### src/design/assert_macros.svh
// ----------------------------------------------------------------------------
// assert_macros.svh
// Clocked assertion macros used by ddft_ctrl.
// ----------------------------------------------------------------------------
`ifndef ASSERT_MACROS_SVH
`define ASSERT_MACROS_SVH

// Check a property on every rising edge outside reset.
`define DDFT_ASSERT(lbl, clk, rstn, prop, msg) \
  lbl: assert property (@(posedge clk) disable iff (!rstn) (prop)) else $error(msg);

// Check that a condition is followed by another in the next cycle.
`define DDFT_ASSERT_NEXT(lbl, clk, rstn, pre, post, msg) \
  lbl: assert property (@(posedge clk) disable iff (!rstn) (pre) |=> (post)) else $error(msg);

`endif

### src/design/ddft_pkg.sv
// ----------------------------------------------------------------------------
// ddft_pkg
// Types, constants and twiddle rounding for the direct real-input DFT.
// ----------------------------------------------------------------------------
package ddft_pkg;

  // Default transform length and fixed field widths
  localparam int POINTS_DEF = 64;
  localparam int SAMPLE_W   = 16;
  localparam int TW_W       = 16;
  localparam int PROD_W     = SAMPLE_W + TW_W;
  localparam int ACC_W      = 40;
  localparam int BIN_W      = 6;
  localparam int OUT_W      = 23;
  localparam int RND_SHIFT  = 15;
  localparam int TAYLOR_N   = 26;

  // pi in Q32 and the Q28 rounding helpers
  localparam longint unsigned PI_Q32 = 64'd13493037705;

  // Sequencer states
  typedef enum logic [1:0] {
    ST_LOAD,
    ST_ISSUE,
    ST_DRAIN,
    ST_SEND
  } state_t;

  // Tag that travels with each multiply-accumulate request
  typedef struct packed {
    logic valid;
    logic first;
    logic last;
  } mac_tag_t;

  // Round a Q28 value to Q15, half up, saturated to 16 bits
  function automatic logic signed [TW_W-1:0] q28_to_q15(input longint v);
    longint          t;
    longint unsigned tu;
    longint          r;
    t  = v + (longint'(1) <<< 31) + longint'(4096);
    tu = longint'(t);
    tu = tu >> 13;
    r  = longint'(tu) - (longint'(1) <<< 18);
    if (r > longint'(32767)) r = longint'(32767);
    if (r < -longint'(32768)) r = -longint'(32768);
    return TW_W'(r);
  endfunction

endpackage

### src/design/ddft_sample_mem.sv
// ----------------------------------------------------------------------------
// ddft_sample_mem
// Sample store: one write port, one registered read port.
// ----------------------------------------------------------------------------
module ddft_sample_mem #(
  parameter int POINTS = ddft_pkg::POINTS_DEF
) (
  input  logic                                clk,
  input  logic                                wr_en,
  input  logic [$clog2(POINTS)-1:0]           wr_addr,
  input  logic signed [ddft_pkg::SAMPLE_W-1:0] wr_data,
  input  logic [$clog2(POINTS)-1:0]           rd_addr,
  output logic signed [ddft_pkg::SAMPLE_W-1:0] rd_data
);

  logic signed [ddft_pkg::SAMPLE_W-1:0] mem [POINTS];
  logic signed [ddft_pkg::SAMPLE_W-1:0] rd_data_r;

  // Store incoming samples
  always_ff @(posedge clk) begin
    if (wr_en) begin
      mem[wr_addr] <= wr_data;
    end
  end

  // Read one sample per cycle
  always_ff @(posedge clk) begin
    rd_data_r <= mem[rd_addr];
  end

  assign rd_data = rd_data_r;

endmodule

### src/design/ddft_twiddle_rom.sv
// ----------------------------------------------------------------------------
// ddft_twiddle_rom
// Constant cosine/sine table of POINTS entries with a registered read.
// ----------------------------------------------------------------------------
module ddft_twiddle_rom #(
  parameter int POINTS = ddft_pkg::POINTS_DEF
) (
  input  logic                            clk,
  input  logic [$clog2(POINTS)-1:0]       tw_idx,
  output logic signed [ddft_pkg::TW_W-1:0] tw_cos,
  output logic signed [ddft_pkg::TW_W-1:0] tw_sin
);

  logic signed [ddft_pkg::TW_W-1:0] cos_tab [POINTS];
  logic signed [ddft_pkg::TW_W-1:0] sin_tab [POINTS];
  logic signed [ddft_pkg::TW_W-1:0] tw_cos_r;
  logic signed [ddft_pkg::TW_W-1:0] tw_sin_r;

  // Build the table at elaboration; angles above pi fold back with sine negated
  for (genvar m = 0; m < POINTS; m++) begin : g_tab
    localparam bit              FLIP = (2 * m > POINTS);
    localparam longint unsigned MM   = FLIP ? longint'(POINTS - m) : longint'(m);
    localparam longint unsigned X    =
      ((2 * ddft_pkg::PI_Q32 * MM) / longint'(POINTS) + 64'd8) >> 4;
    // Taylor terms x^n / n! in Q28, each derived from the one before
    localparam longint unsigned T0  = 64'd1 << 28;
    localparam longint unsigned T1  = (T0 * X) >> 28;
    localparam longint unsigned T2  = ((T1 * X) >> 28) / 64'd2;
    localparam longint unsigned T3  = ((T2 * X) >> 28) / 64'd3;
    localparam longint unsigned T4  = ((T3 * X) >> 28) / 64'd4;
    localparam longint unsigned T5  = ((T4 * X) >> 28) / 64'd5;
    localparam longint unsigned T6  = ((T5 * X) >> 28) / 64'd6;
    localparam longint unsigned T7  = ((T6 * X) >> 28) / 64'd7;
    localparam longint unsigned T8  = ((T7 * X) >> 28) / 64'd8;
    localparam longint unsigned T9  = ((T8 * X) >> 28) / 64'd9;
    localparam longint unsigned T10 = ((T9 * X) >> 28) / 64'd10;
    localparam longint unsigned T11 = ((T10 * X) >> 28) / 64'd11;
    localparam longint unsigned T12 = ((T11 * X) >> 28) / 64'd12;
    localparam longint unsigned T13 = ((T12 * X) >> 28) / 64'd13;
    localparam longint unsigned T14 = ((T13 * X) >> 28) / 64'd14;
    localparam longint unsigned T15 = ((T14 * X) >> 28) / 64'd15;
    localparam longint unsigned T16 = ((T15 * X) >> 28) / 64'd16;
    localparam longint unsigned T17 = ((T16 * X) >> 28) / 64'd17;
    localparam longint unsigned T18 = ((T17 * X) >> 28) / 64'd18;
    localparam longint unsigned T19 = ((T18 * X) >> 28) / 64'd19;
    localparam longint unsigned T20 = ((T19 * X) >> 28) / 64'd20;
    localparam longint unsigned T21 = ((T20 * X) >> 28) / 64'd21;
    localparam longint unsigned T22 = ((T21 * X) >> 28) / 64'd22;
    localparam longint unsigned T23 = ((T22 * X) >> 28) / 64'd23;
    localparam longint unsigned T24 = ((T23 * X) >> 28) / 64'd24;
    localparam longint unsigned T25 = ((T24 * X) >> 28) / 64'd25;
    localparam longint unsigned T26 = ((T25 * X) >> 28) / 64'd26;
    // Even terms sum to the cosine, odd terms to the sine, with alternating signs
    localparam longint C_SUM =
      longint'(T0) - longint'(T2) + longint'(T4) - longint'(T6) +
      longint'(T8) - longint'(T10) + longint'(T12) - longint'(T14) +
      longint'(T16) - longint'(T18) + longint'(T20) - longint'(T22) +
      longint'(T24) - longint'(T26);
    localparam longint S_RAW =
      longint'(T1) - longint'(T3) + longint'(T5) - longint'(T7) +
      longint'(T9) - longint'(T11) + longint'(T13) - longint'(T15) +
      longint'(T17) - longint'(T19) + longint'(T21) - longint'(T23) +
      longint'(T25);
    localparam longint S_SUM = FLIP ? -S_RAW : S_RAW;
    assign cos_tab[m] = ddft_pkg::q28_to_q15(C_SUM);
    assign sin_tab[m] = ddft_pkg::q28_to_q15(S_SUM);
  end

  // Register the selected twiddle pair
  always_ff @(posedge clk) begin
    tw_cos_r <= cos_tab[tw_idx];
    tw_sin_r <= sin_tab[tw_idx];
  end

  assign tw_cos = tw_cos_r;
  assign tw_sin = tw_sin_r;

endmodule

### src/design/ddft_mac.sv
// ----------------------------------------------------------------------------
// ddft_mac
// Shared complex multiply-accumulate unit: real sample times twiddle pair.
// ----------------------------------------------------------------------------
module ddft_mac (
  input  logic                              clk,
  input  logic                              rst_n,
  input  ddft_pkg::mac_tag_t                tag_in,
  input  logic signed [ddft_pkg::SAMPLE_W-1:0] smp,
  input  logic signed [ddft_pkg::TW_W-1:0]  tw_cos,
  input  logic signed [ddft_pkg::TW_W-1:0]  tw_sin,
  output logic signed [ddft_pkg::ACC_W-1:0] acc_re,
  output logic signed [ddft_pkg::ACC_W-1:0] acc_im,
  output logic                              done
);

  ddft_pkg::mac_tag_t                  tag1_r;
  ddft_pkg::mac_tag_t                  tag2_r;
  logic signed [ddft_pkg::PROD_W-1:0]  prod_c_r;
  logic signed [ddft_pkg::PROD_W-1:0]  prod_s_r;
  logic signed [ddft_pkg::ACC_W-1:0]   acc_re_r;
  logic signed [ddft_pkg::ACC_W-1:0]   acc_im_r;
  logic signed [ddft_pkg::ACC_W-1:0]   acc_re_nxt;
  logic signed [ddft_pkg::ACC_W-1:0]   acc_im_nxt;
  logic signed [ddft_pkg::ACC_W-1:0]   ext_c;
  logic signed [ddft_pkg::ACC_W-1:0]   ext_s;
  logic                                done_r;

  // Advance the request tags alongside the data
  always_ff @(posedge clk) begin
    if (!rst_n) begin
      tag1_r <= '0;
      tag2_r <= '0;
      done_r <= 1'b0;
    end else begin
      tag1_r <= tag_in;
      tag2_r <= tag1_r;
      done_r <= tag2_r.valid && tag2_r.last;
    end
  end

  // Multiply stage
  always_ff @(posedge clk) begin
    prod_c_r <= smp * tw_cos;
    prod_s_r <= smp * tw_sin;
  end

  // Accumulate: restart on the first term of a bin, subtract for the imaginary part
  assign ext_c = ddft_pkg::ACC_W'(prod_c_r);
  assign ext_s = ddft_pkg::ACC_W'(prod_s_r);

  always_comb begin
    acc_re_nxt = acc_re_r;
    acc_im_nxt = acc_im_r;
    if (tag2_r.valid) begin
      if (tag2_r.first) begin
        acc_re_nxt = ext_c;
        acc_im_nxt = -ext_s;
      end else begin
        acc_re_nxt = acc_re_r + ext_c;
        acc_im_nxt = acc_im_r - ext_s;
      end
    end
  end

  always_ff @(posedge clk) begin
    acc_re_r <= acc_re_nxt;
    acc_im_r <= acc_im_nxt;
  end

  assign acc_re = acc_re_r;
  assign acc_im = acc_im_r;
  assign done   = done_r;

endmodule

### src/design/ddft_ctrl.sv
// ----------------------------------------------------------------------------
// ddft_ctrl
// Sequencer: loads samples, issues MAC requests per bin, hands out results.
// ----------------------------------------------------------------------------
`include "assert_macros.svh"

module ddft_ctrl #(
  parameter int POINTS = ddft_pkg::POINTS_DEF
) (
  input  logic                         clk,
  input  logic                         rst_n,
  input  logic                         in_valid,
  output logic                         in_stall,
  input  logic                         out_stall,
  output logic                         out_valid,
  output logic                         mem_we,
  output logic [$clog2(POINTS)-1:0]    mem_wr_addr,
  output logic [$clog2(POINTS)-1:0]    mem_rd_addr,
  output logic [$clog2(POINTS)-1:0]    tw_idx,
  output ddft_pkg::mac_tag_t           mac_tag,
  input  logic                         mac_done,
  output logic [$clog2(POINTS)-1:0]    bin_k,
  output logic                         last_bin
);

  localparam int IDX_W = $clog2(POINTS);
  localparam logic [IDX_W-1:0] LAST_IDX = IDX_W'(POINTS - 1);

  ddft_pkg::state_t  state_r, state_nxt;
  logic [IDX_W-1:0]  load_cnt_r, load_cnt_nxt;
  logic [IDX_W-1:0]  n_r, n_nxt;
  logic [IDX_W-1:0]  k_r, k_nxt;
  logic [IDX_W-1:0]  idx_r, idx_nxt;
  logic [IDX_W:0]    idx_sum;
  logic [IDX_W-1:0]  idx_wrap;

  // Twiddle index (k*n) mod POINTS, advanced by k each step
  assign idx_sum  = {1'b0, idx_r} + {1'b0, k_r};
  assign idx_wrap = (idx_sum >= (IDX_W + 1)'(POINTS)) ?
                    IDX_W'(idx_sum - (IDX_W + 1)'(POINTS)) : IDX_W'(idx_sum);

  // Next state and counters
  always_comb begin
    state_nxt    = state_r;
    load_cnt_nxt = load_cnt_r;
    n_nxt        = n_r;
    k_nxt        = k_r;
    idx_nxt      = idx_r;
    case (state_r)
      ddft_pkg::ST_LOAD: begin
        if (in_valid) begin
          if (load_cnt_r == LAST_IDX) begin
            load_cnt_nxt = '0;
            n_nxt        = '0;
            k_nxt        = '0;
            idx_nxt      = '0;
            state_nxt    = ddft_pkg::ST_ISSUE;
          end else begin
            load_cnt_nxt = load_cnt_r + 1'b1;
          end
        end
      end
      ddft_pkg::ST_ISSUE: begin
        if (n_r == LAST_IDX) begin
          n_nxt     = '0;
          idx_nxt   = '0;
          state_nxt = ddft_pkg::ST_DRAIN;
        end else begin
          n_nxt   = n_r + 1'b1;
          idx_nxt = idx_wrap;
        end
      end
      ddft_pkg::ST_DRAIN: begin
        if (mac_done) begin
          state_nxt = ddft_pkg::ST_SEND;
        end
      end
      ddft_pkg::ST_SEND: begin
        if (!out_stall) begin
          if (k_r == LAST_IDX) begin
            state_nxt = ddft_pkg::ST_LOAD;
          end else begin
            k_nxt     = k_r + 1'b1;
            state_nxt = ddft_pkg::ST_ISSUE;
          end
        end
      end
      default: begin
        state_nxt = ddft_pkg::ST_LOAD;
      end
    endcase
  end

  // Outputs decoded from the state
  always_comb begin
    in_stall      = 1'b1;
    out_valid     = 1'b0;
    mem_we        = 1'b0;
    mac_tag.valid = 1'b0;
    mac_tag.first = (n_r == '0);
    mac_tag.last  = (n_r == LAST_IDX);
    case (state_r)
      ddft_pkg::ST_LOAD: begin
        in_stall = 1'b0;
        mem_we   = in_valid;
      end
      ddft_pkg::ST_ISSUE: begin
        mac_tag.valid = 1'b1;
      end
      ddft_pkg::ST_SEND: begin
        out_valid = 1'b1;
      end
      default: begin
        in_stall = 1'b1;
      end
    endcase
  end

  assign mem_wr_addr = load_cnt_r;
  assign mem_rd_addr = n_r;
  assign tw_idx      = idx_r;
  assign bin_k       = k_r;
  assign last_bin    = (k_r == LAST_IDX);

  // State and counter registers
  always_ff @(posedge clk) begin
    if (!rst_n) begin
      state_r    <= ddft_pkg::ST_LOAD;
      load_cnt_r <= '0;
      n_r        <= '0;
      k_r        <= '0;
      idx_r      <= '0;
    end else begin
      state_r    <= state_nxt;
      load_cnt_r <= load_cnt_nxt;
      n_r        <= n_nxt;
      k_r        <= k_nxt;
      idx_r      <= idx_nxt;
    end
  end

  // Never take a sample and present a result in the same cycle
  `DDFT_ASSERT(a_sides_exclusive, clk, rst_n, !(!in_stall && out_valid), "input and output open together")
  // The MAC finishes a bin only while the sequencer waits for it
  `DDFT_ASSERT(a_done_in_drain, clk, rst_n, !mac_done || (state_r == ddft_pkg::ST_DRAIN), "MAC done outside drain")
  // Delivering the final bin returns to loading with an empty block
  `DDFT_ASSERT_NEXT(a_last_to_load, clk, rst_n, out_valid && !out_stall && last_bin, (state_r == ddft_pkg::ST_LOAD) && (load_cnt_r == '0), "final bin did not restart loading")

endmodule

### src/design/direct_dft_real_input_top.sv
// ----------------------------------------------------------------------------
// direct_dft_real_input_top
// Direct DFT of a block of POINTS real Q1.15 samples, one complex MAC.
// ----------------------------------------------------------------------------
// Usage:
//   Input channel (in_valid / in_stall / in_sample) takes one sample per
//   request. After POINTS samples the block computes every bin
//   X[k] = sum x[n]*exp(-j*2*pi*k*n/POINTS) and stalls its input.
//   Output channel (out_valid / out_stall / out_bin_*) gives POINTS requests
//   in bin order; out_last_bin marks bin POINTS-1. Real and imaginary parts
//   are the full-precision sums shifted right by 15 with rounding.
// Sequence: loading stores one sample per request. Each bin then issues
//   POINTS products to the one complex MAC, waits while the last product
//   passes the read, multiply and accumulate stages, and then presents the
//   result. The input stays stalled until the final bin of the block has
//   been taken.
// Reset (rst_n, synchronous) empties the block and returns to loading.
// A stalled result holds; the next bin does not start until it is taken.
// ----------------------------------------------------------------------------
module direct_dft_real_input_top #(
  parameter int POINTS = ddft_pkg::POINTS_DEF
) (
  input  logic                                 clk,
  input  logic                                 rst_n,
  input  logic                                 in_valid,
  output logic                                 in_stall,
  input  logic signed [ddft_pkg::SAMPLE_W-1:0] in_sample,
  output logic                                 out_valid,
  input  logic                                 out_stall,
  output logic [ddft_pkg::BIN_W-1:0]           out_bin_index,
  output logic signed [ddft_pkg::OUT_W-1:0]    out_bin_real,
  output logic signed [ddft_pkg::OUT_W-1:0]    out_bin_imag,
  output logic                                 out_last_bin
);

  localparam int IDX_W = $clog2(POINTS);
  localparam logic signed [ddft_pkg::ACC_W-1:0] RND_HALF =
    ddft_pkg::ACC_W'(1) <<< (ddft_pkg::RND_SHIFT - 1);

  logic                                 mem_we;
  logic [IDX_W-1:0]                     mem_wr_addr;
  logic [IDX_W-1:0]                     mem_rd_addr;
  logic [IDX_W-1:0]                     tw_idx;
  logic signed [ddft_pkg::SAMPLE_W-1:0] rd_sample;
  logic signed [ddft_pkg::TW_W-1:0]     tw_cos;
  logic signed [ddft_pkg::TW_W-1:0]     tw_sin;
  ddft_pkg::mac_tag_t                   mac_tag;
  logic                                 mac_done;
  logic signed [ddft_pkg::ACC_W-1:0]    acc_re;
  logic signed [ddft_pkg::ACC_W-1:0]    acc_im;
  logic signed [ddft_pkg::ACC_W-1:0]    re_rnd;
  logic signed [ddft_pkg::ACC_W-1:0]    im_rnd;
  logic [IDX_W-1:0]                     bin_k;
  logic                                 last_bin;
  logic signed [ddft_pkg::OUT_W-1:0]    bin_real_r;
  logic signed [ddft_pkg::OUT_W-1:0]    bin_imag_r;

  ddft_ctrl #(.POINTS(POINTS)) u_ctrl (
    .clk         (clk),
    .rst_n       (rst_n),
    .in_valid    (in_valid),
    .in_stall    (in_stall),
    .out_stall   (out_stall),
    .out_valid   (out_valid),
    .mem_we      (mem_we),
    .mem_wr_addr (mem_wr_addr),
    .mem_rd_addr (mem_rd_addr),
    .tw_idx      (tw_idx),
    .mac_tag     (mac_tag),
    .mac_done    (mac_done),
    .bin_k       (bin_k),
    .last_bin    (last_bin)
  );

  ddft_sample_mem #(.POINTS(POINTS)) u_mem (
    .clk     (clk),
    .wr_en   (mem_we),
    .wr_addr (mem_wr_addr),
    .wr_data (in_sample),
    .rd_addr (mem_rd_addr),
    .rd_data (rd_sample)
  );

  ddft_twiddle_rom #(.POINTS(POINTS)) u_rom (
    .clk    (clk),
    .tw_idx (tw_idx),
    .tw_cos (tw_cos),
    .tw_sin (tw_sin)
  );

  ddft_mac u_mac (
    .clk    (clk),
    .rst_n  (rst_n),
    .tag_in (mac_tag),
    .smp    (rd_sample),
    .tw_cos (tw_cos),
    .tw_sin (tw_sin),
    .acc_re (acc_re),
    .acc_im (acc_im),
    .done   (mac_done)
  );

  // Round half up, then drop the 15 fraction bits
  assign re_rnd = acc_re + RND_HALF;
  assign im_rnd = acc_im + RND_HALF;

  // Capture the finished bin into the output register
  always_ff @(posedge clk) begin
    if (mac_done) begin
      bin_real_r <= re_rnd[ddft_pkg::RND_SHIFT + ddft_pkg::OUT_W - 1:ddft_pkg::RND_SHIFT];
      bin_imag_r <= im_rnd[ddft_pkg::RND_SHIFT + ddft_pkg::OUT_W - 1:ddft_pkg::RND_SHIFT];
    end
  end

  assign out_bin_index = ddft_pkg::BIN_W'(bin_k);
  assign out_bin_real  = bin_real_r;
  assign out_bin_imag  = bin_imag_r;
  assign out_last_bin  = last_bin;

endmodule
### config.mk
export PLATFORM = sky130hd
export DESIGN_NAME = direct_dft_real_input_top
export DESIGN_NICKNAME = d
export VERILOG_FILES = /design/src/design/ddft_pkg.sv /design/src/design/ddft_sample_mem.sv /design/src/design/ddft_twiddle_rom.sv /design/src/design/ddft_mac.sv /design/src/design/ddft_ctrl.sv /design/src/design/direct_dft_real_input_top.sv
export VERILOG_INCLUDE_DIRS = /design/src /design/src/design
export SDC_FILE = /design/constraint.sdc
export NUM_CORES = 2
export LEC_CHECK = 0
export ABC_CLOCK_PERIOD_IN_PS = 10900
export BUFFER_PORTS_ARGS = -buffer_cell sky130_fd_sc_hd__buf_2
export CORE_MARGIN = 2
export CORE_UTILIZATION = 65
export DETAILED_ROUTE_END_ITERATION = 7
export PLACE_DENSITY = 0.92
export SYNTH_ARGS = -nofsm -noshare
export SYNTH_HDL_FRONTEND = slang
export SYNTH_SLANG_ARGS = --single-unit
### constraint.sdc
create_clock -name clk -period 10.9 [get_ports clk]
set_input_delay 0.545 -clock clk [delete_from_list [all_inputs] [get_ports clk]]
set_output_delay 0.545 -clock clk [all_outputs]
set_load 0.02 [all_outputs]
==> impl_metrics.sql <==
INSERT INTO impl_metrics (metric_group, metric, value, unit) VALUES
('yosys', 'synth_top_cell_by_area', 'edfxtp_1', ''),
('routing', 'wire_length_per_cell', '28.3', 'um'),
('finish', 'postLayoutCoreUtil', '71.2', '%'),
('floorplan', 'start_util', '65.6', '%'),
('setup_path', 'reg2reg_to', 'u_mac.prod_s_r[31]', ''),
('yosys', 'synth.ff_latch_count', '1291', ''),
('yosys', 'post_synth_main_area_contributors', 'edfxtp_1 (47%), fa_1 (14%), mux4_2 (11%), ha_1 (4.5%), dfxtp_1 (3.9%)', ''),
('setup_path', 'crit_arrival', '7630', 'ps'),
('setup_path', 'worstReg2RegStart', 'u_mem.rd_data[11]', ''),
('min_path', 'min_path_cells', '3', ''),
('yosys', 'number_of_enable_flip_flop_cells_after_synthesis', '1146', ''),
('global_routing', 'gr-total-overflow', '0', ''),
('placed_design', 'placement.io_buffers', '74', ''),
('global_routing', 'grt_pass1_vias', '48000', ''),
('finish', 'area_delta_synth_final', '8.57', '%'),
('min_path', 'hold_class', 'in2reg', ''),
('yosys', 'yosys_most_used_dff', 'edfxtp_1', ''),
('yosys', 'synthMostInstantiatedCell', 'edfxtp_1', ''),
('cts', 'ctsResizeCount', '0', ''),
('yosys', 'ys_top_cells_by_count', 'edfxtp_1 (1146), inv_1 (664), fa_1 (527), nand2_1 (416), mux4_2 (356)', ''),
('yosys', 'syn_nets', '6104', ''),
('timing', 'report.final.hold_viol_count', '0', ''),
('yosys', 'area_share_of_the_leading_cell_type_in_the_synthesized_netlist', '46.6', '%'),
('global_routing', 'grt_pass1_wl', '299', 'mm'),
('yosys', 'synthesis.area_per_instance', '13.9', 'um2'),
('floorplan', 'fp.dieArea', '116000', 'um2'),
('setup_path', 'critical-path-top-cell-by-count', 'fa_1', ''),
('routing', 'drt_first_pass_iters', '7', ''),
('cts', 'cts.clk_slew.worst_paths', '70', 'ps'),
('timing', 'fin_tns_setup', '0', 'ps'),
('routing', 'drtAntennaViolNets', '0', ''),
('global_routing', 'grt_antenna_before_repair', '14', ''),
('min_path', 'timing.hold.worst_endpoint', 'u_ctrl.mem_wr_addr[1]', ''),
('outcome', 'status', 'finished clean', ''),
('cts', 'clock_tree_from_tritoncts', 'built', ''),
('timing', 'finalSetupViolCount', '0', ''),
('finish', 'fillerInstances', '6560', ''),
('setup_path', 'timing.critical_path.buf_inv', '4', ''),
('setup_path', 'worstPathCellList', 'buf_4, nand2_1, fa_1, fa_1, fa_1, inv_1, fa_1, fa_1, inv_1, fa_1, inv_1, ha_1, a21o_1, a221oi_1, o21bai_1, a221oi_2, o221ai_1, o31ai_1, nand2_1, a21oi_1, xnor2_1', ''),
('global_routing', 'gr-usage-all-layers', '34.8', '%'),
('setup_path', 'worstSetupPathType', 'reg2reg', ''),
('yosys', 'synth.yosys.warnings', '0', ''),
('setup_path', 'worst_path_dominant_cell_family', 'adder cells', ''),
('routing', 'post_drt_via_cell_ratio', '6.64', ''),
('routing', 'dr.first_iter.drc_count', '6373', ''),
('global_routing', 'maximum_number_of_pins_on_one_net_before_global_route_repair', '96', ''),
('yosys', 'yosys.cell_types.count', '82', ''),
('timing', 'grt_setup_unrepaired', 'no', ''),
('cts', 'cts-buffers-inserted', '131', ''),
('timing', 'highest_clock_frequency_the_design_can_meet', '144', 'MHz'),
('routing', 'num_vias', '46300', ''),
('cts', 'sinks_on_clock_net', '1291', ''),
('timing', 'clock-skew-final', '70.1', 'ps'),
('timing', 'drv_slew', '0', ''),
('cts', 'root_buffer', 'clkbuf_16', ''),
('timing', 'post-route-min-period', '6970', 'ps'),
('floorplan', 'die_width', '341', 'um'),
('routing', 'remaining_drc_errors', '0', ''),
('floorplan', 'die_height', '341', 'um'),
('floorplan', 'core-area', '112000', 'um2'),
('cts', 'cts.htree.levels', '4', ''),
('yosys', 'synth_sequential_area_ratio', '50.6', '%'),
('routing', 'totalWireLength', '198', 'mm'),
('yosys', 'postSynth.asyncResetShare', '0', '%'),
('floorplan', 'core.rowCount', '123', ''),
('setup_path', 'cpPeakStageDelay', '810', 'ps'),
('cts', 'cts.path.max_buffers', '3', ''),
('cts', 'holdBufCountCts', '0', ''),
('min_path', 'hold_path.startpoint', 'in_valid', ''),
('setup_path', 'crit_path_top_delay_cell', 'dfxtp_1', ''),
('timing', 'final_min_period_over_clock_period', '63.9', '%');
## layout by cell type, fill, tap and decap left out, drive strengths merged, types with 8 or more instances in the layout
cell type and n:
and2 261, nand3 78, or2 8, dfxtp 145, nand3b 10, xor2 67, a21o 64, or3 18
a211oi 24, nor2 226, fa 527, and3 30, edfxtp 1146, o21ai 181, a31oi 25, clkbuf 164
o211ai 11, a21oi 126, nor3 35, nand2b 33, buf 167, mux4 356, nand4 22, xnor2 146
o21bai 17, nor2b 17, o31ai 19, o21a 24, inv 671, nand2 417, ha 264, clkinv 56
## sequential cells by signal, indices dropped and copies added, names as in the netlist
signal and cells:
u_mac.acc_re 38, u_mac.done 1, u_mac.prod_c_r 32, u_mac.prod_s_r 32, u_mac.tag1_r 3, u_mac.acc_im 38
u_mac.tag2_r 3, u_ctrl.mem_rd_addr 6, u_ctrl.state_r 2, u_ctrl.mem_wr_addr 6, u_mem.rd_data 16, u_ctrl.tw_idx 6
u_ctrl.bin_k 6, out_bin_real 23, out_bin_imag 23, u_rom.tw_cos 16, u_mem.mem 1024, u_rom.tw_sin 16
## metrics by stage
step           cell area, um2  cells  setup slack [ps]  hold WS, ps
6_report                80100   6975              3930          173
3_3_place_gp            75900   6734              4190          414
4_1_cts                 80100   6970              3970          141
5_1_grt                 80100   6971              3630          151
2_1_floorplan           73800   5293              4870          412
3_5_place_dp            75900   6734              4020          423
## cells by family (layout without fill, tap and decap cells)
kind of cell	after synthesis	count (layout)	synth area share, %
xor+xnor	213	213	2.53
other cells	0	4	0
mux	364	364	11.0
compound gates	569	569	4.88
simple gates	1176	1176	7.74
flops	1291	1291	50.6
fa+ha+maj	791	791	18.8
buf+inv	889	1067	4.56
## worst max path at each step
stage	startpoint	to	slack [ps]	depth (start not counted)
after floorplan	u_mem.rd_data[15]	u_mac.prod_s_r[30]	4870	19
after CTS	u_mem.rd_data[11]	u_mac.prod_s_r[31]	3970	21
final	u_mem.rd_data[11]	u_mac.prod_s_r[31]	3930	21
after global placement	u_mem.rd_data[11]	u_mac.prod_s_r[31]	4190	21
after detailed placement	u_mem.rd_data[11]	u_mac.prod_s_r[31]	4020	21
after global routing	u_mem.rd_data[11]	u_mac.prod_s_r[31]	3630	21
## metal layers
| metal | wire (um) | GRT usage [%] |
|---|---|---|
| met5 | 132 | 0 |
| met3 | 20200 | 8.10 |
| met4 | 13100 | 19.2 |
| met1 | 64200 | 41.5 |
| met2 | 100000 | 58.9 |
## worst register-to-register path, stage by stage (launching register included)
cell      delay [ps]
dfxtp_1          810
buf_4            350
nand2_1          100
fa_1             510
fa_1             460
fa_1             560
inv_1             60
fa_1             520
fa_1             490
inv_1             50
fa_1             490
inv_1             50
ha_1             350
a21o_1           210
a221oi_1         300
o21bai_1         120
a221oi_2         490
o221ai_1         260
o31ai_1          320
nand2_1           90
a21oi_1          170
xnor2_1          130
## area by class of cell
| cell class | instances | area, um2 | area share (%) |
|---|---|---|---|
| Sequential cell | 1291 | 37300 | 46.6 |
| Multi-Input combinational cell | 3113 | 33200 | 41.4 |
| Clock buffer | 164 | 3500 | 4.36 |
| Inverter | 664 | 2490 | 3.11 |
| Tap cell | 1500 | 1880 | 2.34 |
| Timing Repair Buffer | 167 | 1090 | 1.36 |
| Clock inverter | 72 | 669 | 0.835 |
| Antenna cell | 4 | 10.0 | 0.0125 |
Power is left out: the tool's default activity adds up to more than one toggle a clock period on the data nets, which glitch-free logic cannot reach.
